[src/hdl/lfba_pkg.sv]
// lfba_pkg: shared constants and types for the linked-list fifo with bitmap allocator
// no dependencies; used by lfba_ram and linked_fifo_bitmap_alloc
package lfba_pkg;

    localparam int NODES_DEF     = 64;
    localparam int ITEM_BITS_DEF = 32;
    localparam int MAP_WORD_BITS = 32;
    localparam int BIT_IDX_W     = 5;

    localparam logic OP_WRITE = 1'b0;
    localparam logic OP_READ  = 1'b1;

    localparam logic [1:0] STATUS_DONE  = 2'd0;
    localparam logic [1:0] STATUS_FULL  = 2'd1;
    localparam logic [1:0] STATUS_EMPTY = 2'd2;

    typedef enum logic [3:0] {
        ST_IDLE    = 4'b0001,
        ST_SCAN    = 4'b0010,
        ST_RD_LINK = 4'b0100,
        ST_RD_ITEM = 4'b1000
    } lfba_state_t;

endpackage

[src/hdl/linked_fifo_bitmap_alloc.sv]
// linked_fifo_bitmap_alloc: bounded fifo kept as a linked list over a node pool
// depends on lfba_pkg and lfba_ram (link store and item store)
//
// A write takes the lowest free node from a usage bitmap of NODES/32 words,
// checked one word per cycle from word 0 until a word with a free bit turns
// up. A read first fetches the head's link from the link ram, then fetches
// the item from the item ram. A write to a full pool or a read of an empty
// queue is answered straight away with a refusal status. One item is worked
// on at a time; a new item is taken once the previous result has been taken
// or is being taken. Capacity is NODES-1 items. The ram contents need no
// clearing after reset.
module linked_fifo_bitmap_alloc #(
    parameter int NODES     = lfba_pkg::NODES_DEF,
    parameter int ITEM_BITS = lfba_pkg::ITEM_BITS_DEF
) (
    input  logic        clk,
    input  logic        rst_n,
    input  logic        in_valid,
    output logic        in_ready,
    input  logic        op,
    input  logic [31:0] data_in,
    output logic        out_valid,
    input  logic        out_ready,
    output logic [1:0]  status,
    output logic [31:0] data_out,
    output logic [5:0]  items_held
);

    import lfba_pkg::*;

    localparam int WORDS  = NODES / MAP_WORD_BITS;
    localparam int NODE_W = $clog2(NODES);
    localparam int MAP_W  = (WORDS > 1) ? $clog2(WORDS) : 1;
    localparam int CNT_W  = $clog2(NODES);

    lfba_state_t state_reg, state_next;

    logic [MAP_WORD_BITS-1:0] usage_reg [WORDS];
    logic [MAP_W-1:0]         scan_reg, scan_next;
    logic [NODE_W-1:0]        head_reg, head_next;
    logic [NODE_W-1:0]        tail_reg, tail_next;
    logic [CNT_W-1:0]         count_reg, count_next;
    logic [ITEM_BITS-1:0]     item_reg, item_next;

    logic        out_valid_reg, out_valid_next;
    logic [1:0]  status_reg, status_next;
    logic [31:0] data_out_reg, data_out_next;

    logic                     accept;
    logic                     pool_full;
    logic                     queue_empty;
    logic [MAP_WORD_BITS-1:0] scan_word;
    logic [MAP_WORD_BITS-1:0] free_bits;
    logic [MAP_WORD_BITS-1:0] lowest_free;
    logic [BIT_IDX_W-1:0]     bit_idx;
    logic                     word_has_free;
    logic [NODE_W-1:0]        found_node;

    logic                     set_bit;
    logic                     clr_bit;
    logic [MAP_W-1:0]         clr_word;
    logic [BIT_IDX_W-1:0]     clr_idx;

    logic                     store_we;
    logic [NODE_W-1:0]        link_rdata;
    logic [ITEM_BITS-1:0]     item_rdata;

    assign in_ready    = (state_reg == ST_IDLE) && (!out_valid_reg || out_ready);
    assign accept      = in_valid && in_ready;
    assign pool_full   = (count_reg == CNT_W'(NODES - 1));
    assign queue_empty = (count_reg == '0);

    // lowest zero bit of the word under scan
    assign scan_word     = usage_reg[scan_reg];
    assign free_bits     = ~scan_word;
    assign lowest_free   = free_bits & (~free_bits + MAP_WORD_BITS'(1));
    assign word_has_free = (free_bits != '0);

    always_comb
    begin
        bit_idx = '0;
        for (int i = 0; i < MAP_WORD_BITS; i++)
        begin
            if (lowest_free[i])
            begin
                bit_idx = bit_idx | BIT_IDX_W'(i);
            end
        end
    end

    assign found_node = NODE_W'({scan_reg, bit_idx});
    assign clr_word   = MAP_W'(head_reg >> BIT_IDX_W);
    assign clr_idx    = BIT_IDX_W'(head_reg);

    always_comb
    begin
        state_next     = state_reg;
        scan_next      = scan_reg;
        head_next      = head_reg;
        tail_next      = tail_reg;
        count_next     = count_reg;
        item_next      = item_reg;
        out_valid_next = out_valid_reg;
        status_next    = status_reg;
        data_out_next  = data_out_reg;
        set_bit        = 1'b0;
        clr_bit        = 1'b0;
        store_we       = 1'b0;

        if (out_valid_reg && out_ready)
        begin
            out_valid_next = 1'b0;
        end

        case (state_reg)
            ST_IDLE:
            begin
                if (accept)
                begin
                    item_next = ITEM_BITS'(data_in);
                    scan_next = '0;
                    if (op == OP_WRITE)
                    begin
                        if (pool_full)
                        begin
                            out_valid_next = 1'b1;
                            status_next    = STATUS_FULL;
                            data_out_next  = '0;
                        end
                        else
                        begin
                            state_next = ST_SCAN;
                        end
                    end
                    else
                    begin
                        if (queue_empty)
                        begin
                            out_valid_next = 1'b1;
                            status_next    = STATUS_EMPTY;
                            data_out_next  = '0;
                        end
                        else
                        begin
                            state_next = ST_RD_LINK;
                        end
                    end
                end
            end
            ST_SCAN:
            begin
                if (word_has_free)
                begin
                    set_bit        = 1'b1;
                    store_we       = 1'b1;
                    tail_next      = found_node;
                    count_next     = count_reg + CNT_W'(1);
                    out_valid_next = 1'b1;
                    status_next    = STATUS_DONE;
                    data_out_next  = '0;
                    state_next     = ST_IDLE;
                end
                else
                begin
                    scan_next = scan_reg + MAP_W'(1);
                end
            end
            ST_RD_LINK:
            begin
                clr_bit    = 1'b1;
                head_next  = link_rdata;
                count_next = count_reg - CNT_W'(1);
                state_next = ST_RD_ITEM;
            end
            ST_RD_ITEM:
            begin
                out_valid_next = 1'b1;
                status_next    = STATUS_DONE;
                data_out_next  = 32'(item_rdata);
                state_next     = ST_IDLE;
            end
            default:
            begin
                state_next = ST_IDLE;
            end
        endcase
    end

    always_ff @(posedge clk or negedge rst_n)
    begin
        if (!rst_n)
        begin
            state_reg     <= ST_IDLE;
            scan_reg      <= '0;
            head_reg      <= '0;
            tail_reg      <= '0;
            count_reg     <= '0;
            out_valid_reg <= 1'b0;
            for (int w = 0; w < WORDS; w++)
            begin
                usage_reg[w] <= (w == 0) ? MAP_WORD_BITS'(1) : '0;
            end
        end
        else
        begin
            state_reg     <= state_next;
            scan_reg      <= scan_next;
            head_reg      <= head_next;
            tail_reg      <= tail_next;
            count_reg     <= count_next;
            out_valid_reg <= out_valid_next;
            if (set_bit)
            begin
                usage_reg[scan_reg] <= scan_word | lowest_free;
            end
            else if (clr_bit)
            begin
                usage_reg[clr_word][clr_idx] <= 1'b0;
            end
        end
    end

    always_ff @(posedge clk)
    begin
        item_reg     <= item_next;
        status_reg   <= status_next;
        data_out_reg <= data_out_next;
    end

    // link store: written at the tail, read at the head
    lfba_ram #(
        .WIDTH (NODE_W),
        .DEPTH (NODES)
    ) u_link_ram (
        .clk   (clk),
        .we    (store_we),
        .waddr (tail_reg),
        .wdata (found_node),
        .raddr (head_reg),
        .rdata (link_rdata)
    );

    // item store: written at the new node, read at the head's successor
    lfba_ram #(
        .WIDTH (ITEM_BITS),
        .DEPTH (NODES)
    ) u_item_ram (
        .clk   (clk),
        .we    (store_we),
        .waddr (found_node),
        .wdata (item_reg),
        .raddr (link_rdata),
        .rdata (item_rdata)
    );

    assign out_valid  = out_valid_reg;
    assign status     = status_reg;
    assign data_out   = data_out_reg;
    assign items_held = 6'(count_reg);

endmodule

[src/hdl/lfba_ram.sv]
// lfba_ram: generic single write port, single read port ram with registered read
// depends on lfba_pkg only for its parameter defaults; no reset on contents
module lfba_ram #(
    parameter int WIDTH = lfba_pkg::ITEM_BITS_DEF,
    parameter int DEPTH = lfba_pkg::NODES_DEF
) (
    input  logic                     clk,
    input  logic                     we,
    input  logic [$clog2(DEPTH)-1:0] waddr,
    input  logic [WIDTH-1:0]         wdata,
    input  logic [$clog2(DEPTH)-1:0] raddr,
    output logic [WIDTH-1:0]         rdata
);

    logic [WIDTH-1:0] mem [DEPTH];

    always_ff @(posedge clk)
    begin
        if (we)
        begin
            mem[waddr] <= wdata;
        end
        rdata <= mem[raddr];
    end

endmodule
[config.mk]
export PLATFORM = sky130hd
export DESIGN_NAME = linked_fifo_bitmap_alloc
export DESIGN_NICKNAME = d
export VERILOG_FILES = /design/src/hdl/lfba_pkg.sv /design/src/hdl/linked_fifo_bitmap_alloc.sv /design/src/hdl/lfba_ram.sv
export SDC_FILE = /design/constraint.sdc
export NUM_CORES = 2
export LEC_CHECK = 0
export ABC_AREA = 1
export BUFFER_PORTS_ARGS = -buffer_cell sky130_fd_sc_hd__buf_2
export CAP_MARGIN = 20
export CORE_ASPECT_RATIO = 1.5
export CORE_MARGIN = 2
export CORE_UTILIZATION = 40
export CTS_CLUSTER_SIZE = 25
export DETAILED_ROUTE_END_ITERATION = 12
export MAX_ROUTING_LAYER = met4
export PLACE_DENSITY_LB_ADDON = 0.25
export REMOVE_ABC_BUFFERS = 1
export SETUP_SLACK_MARGIN = 0.05
export SYNTH_ARGS = -nofsm -noshare
export SYNTH_HDL_FRONTEND = slang
export SYNTH_HIERARCHICAL = 1
export SYNTH_SLANG_ARGS = --single-unit
[constraint.sdc]
create_clock -name clk -period 23.4 [get_ports clk]
set_input_delay 2.34 -clock clk [delete_from_list [all_inputs] [get_ports clk]]
set_output_delay 2.34 -clock clk [all_outputs]
set_load 0.005 [all_outputs]
==> qor.txt <==
Status - complete, no violations
Pwr dens - 129.1 nW/um^2
Mean Syn Cell Area - 11.68 sq um
Hold Crit Class - reg -> reg
Max Clk Rate - 156.6 MHz
Flop pwr share - 38.5%
CTS Hold Bufs - 0
Combinational share of power - 34.6%
Initial antenna violation count - 9
P_leak - 42.56 nW
Final hold viol count - 0
Max VDD drop - 0.09746 mV
CP startpoint - scan_reg
WP data arrival - 6860 ps
CTS Sinks - 2624
NetSw - 6.118 mW
Min Clock Period, post-route - 6385 ps
Max-slew violations - 0
CP required - 23880 ps
Async set-reset flop share out of synthesis - 3.354%
Cell count after synthesis - 9179
Initial drt markers - 7148
RSZ-0062 raised after global routing - no
Synth Flop Type - edfxtp_1
Register-to-register setup slack - 17010 ps
CTS root buffer - clkbuf_16
HP Start - state_reg[1]
Via count - 71080
EDFF count, synth - 2498
Clk_skew - 62.84 ps
CP startpoint kind - flip-flop
Placeable Area - 266500 sq um
Yosys Warn Count - 6
Fin cells - 12840
Register bit total from synthesis - 2624
R2R cell count - 14
Total congestion overflow - 0
Gpl congestion - 0.9112
Yosys cell types - 47
Row count - 232
Max-Cap Viols - 0
Post-Syn Area - 107200 sq um
Share of the synthesized area in the top cell type - 69.97%
Hold depth - 1
Layout Nets - 9178
Layout cells sized above 1 - 8.334%
Wirelength per Cell - 24.94 um
Worst Tran Pin Value - 1143 ps
Clock-pin slew on the worst setup and hold paths - 60 ps
Initial Util - 40.23%
Top cells by area, synth - edfxtp_1, nand3_1, nand2_1
Pin count of the biggest net entering global routing - 182
Synth-to-Final Area Change - 11.82%
Chip Width - 426.7 um
Routed Antenna Nets - 0
Die area - 272200 sq um
Port Buffers - 78
First-pass GRT wire length - 465000 um
Cell-internal power - 9.360 mW
Max reg flops - 2048
GRT Util Overall - 23.77%
Vias in the first global route - 69000
Clk pwr share - 26.9%
Switch share - 39.53%
Register area share after synthesis - 72.74%
Remaining DRCs - 0
Pre-Repair DR Iteration Count - 6
Clock latency on the worst-skew pair - 860 ps
Number of H-tree levels - 5
Post-CTS Resized - 0
Vert. Die Dim - 638.0 um
Post-CTS setup buffer count - 0
Launching point of the worst reg2reg path - scan_reg
Synth area leader - edfxtp_1
CP endpoint kind - flip-flop
Placed cells - 12350
I/O pin cnt - 79
Num CTS Buffers - 266
Final HPWL DP - 183300 um
Max FO, Critical Path - 62
WS Path Type - reg -> reg
CTS tree - yes
Final Cycle Share - 27.29%
Slew HR - 23.63%
Max clock buf depth - 4
Reg-to-reg endpoint - u_item_ram/mem[35][28]
Via-to-Cell Ratio - 5.535
Worst setup margin - 17010 ps
Final wirelength - 320200 um
Crit path to - u_item_ram/mem[35][28]
Post-Place Setup Slack - 16920 ps
Final Setup Violations - 0
-- synthesized netlist by cell type (5+ instances only) --
cell type,n
o21ai_2,9
dfxtp_1,38
nand4_1,29
nor3_1,6
o21ai_0,37
o21ai_1,35
nor4_1,48
inv_1,161
buf_2,327
xor2_1,5
inv_2,12
nor2_1,237
clkbuf_1,113
o31ai_2,11
buf_8,7
buf_4,63
nand2_1,2999
dfrtp_1,86
a21oi_1,15
buf_1,50
edfxtp_1,2498
buf_6,15
nor2_2,7
a21oi_2,6
o41ai_1,23
nand2_2,7
nand3_1,2296
nor2_4,5
-- power by group through the flow --
| stage | registers, mW | logic [mW] | clock network [mW] |
|---|---|---|---|
| finish | 5.97 | 5.35 | 4.16 |
| global route | 5.98 | 5.78 | 4.41 |
| floorplan | 6.46 | 3.57 | 0 |
| global placement | 6.07 | 5.28 | 0 |
| CTS | 5.97 | 5.35 | 4.23 |
| detailed placement | 6.06 | 5.33 | 0 |
-- metrics by stage --
step                power, mW  util, %  instance area (sq um)  TNS [ps]  hold WS (ps)
floorplan               10.03        -                 104200   -715550         425.8
global placement        11.34    41.60                 110900         0         460.5
detailed placement      11.40    41.64                 111000         0         466.3
CTS                     15.55    44.76                 119300         0         476.8
global route            16.16    44.98                 119900         0         498.2
finish                  15.48    44.99                 119900         0         475.6
-- worst max-delay path, stage by stage (launching register included) --
cell and delay [ps]:
dfrtp_4 1020, nand2_1 120, o21ai_1 180, nand2_1 200, nor2_4 260, nand3_1 190, nor2_1 290, nand2_1 230
nand2_1 120, nor2_1 60, nand4_1 180, buf_4 470, buf_4 410, nand4_1 890, nor2_4 1230
-- placed cells by master (no fill, tap or decap), types with 20 or more instances in the layout --
| cell | n |
|---|---|
| buf_16 | 20 |
| buf_2 | 80 |
| buf_4 | 148 |
| bufinv_16 | 20 |
| clkbuf_1 | 60 |
| clkbuf_16 | 272 |
| clkinv_1 | 46 |
| clkinv_2 | 30 |
| dfrtp_1 | 82 |
| dfxtp_1 | 32 |
| edfxtp_1 | 2498 |
| inv_1 | 157 |
| nand2_1 | 2996 |
| nand3_1 | 2293 |
| nand4_1 | 29 |
| nor2_1 | 181 |
| nor2_4 | 61 |
| nor4_1 | 39 |
| o21ai_0 | 37 |
| o21ai_1 | 35 |
| o41ai_1 | 23 |
-- cell families (layout without fill, tap and decap cells) --
family	after synthesis	count (layout)	share of synthesized area (%)
AOI/OAI and AO/OA	145	145	0.9267
xor gates and xnor gates	5	5	0.04085
adders and majority gates	5	5	0.06536
buffers and inverters	753	897	3.431
DFF	2624	2624	72.74
muxes	1	1	0.009338
other	0	8	0
and+or+nand+nor	5646	5646	22.79
-- per-layer routing --
layer  wire, um  vias up  global-route usage, %
li1           -    32250                      -
met1     118700    35460                  27.53
met2     165200     2672                  40.96
met3      20120      696                  3.198
met4      16200        0                  10.79
met5          0        -                      -
-- final cells by class --
type | instances | area, sq um
Tap cell | 3510 | 4392
Sequential cell | 2624 | 78010
Antenna cell | 8 | 20.02
Clock buffer | 341 | 7156
Fill cell | 24160 | 146600
Inverter | 178 | 720.7
Clock inverter | 114 | 1156
Timing Repair Buffer | 264 | 2367
Multi-Input combinational cell | 5802 | 26060
-- how the worst min path moves through the flow --
stage,end
after CTS,usage_reg[32]
after detailed placement,state_reg[0]
after floorplan,state_reg[0]
final,state_reg[0]
after global placement,usage_reg[32]
after global routing,state_reg[0]
Note: power is estimated with default switching activity, not from simulation.
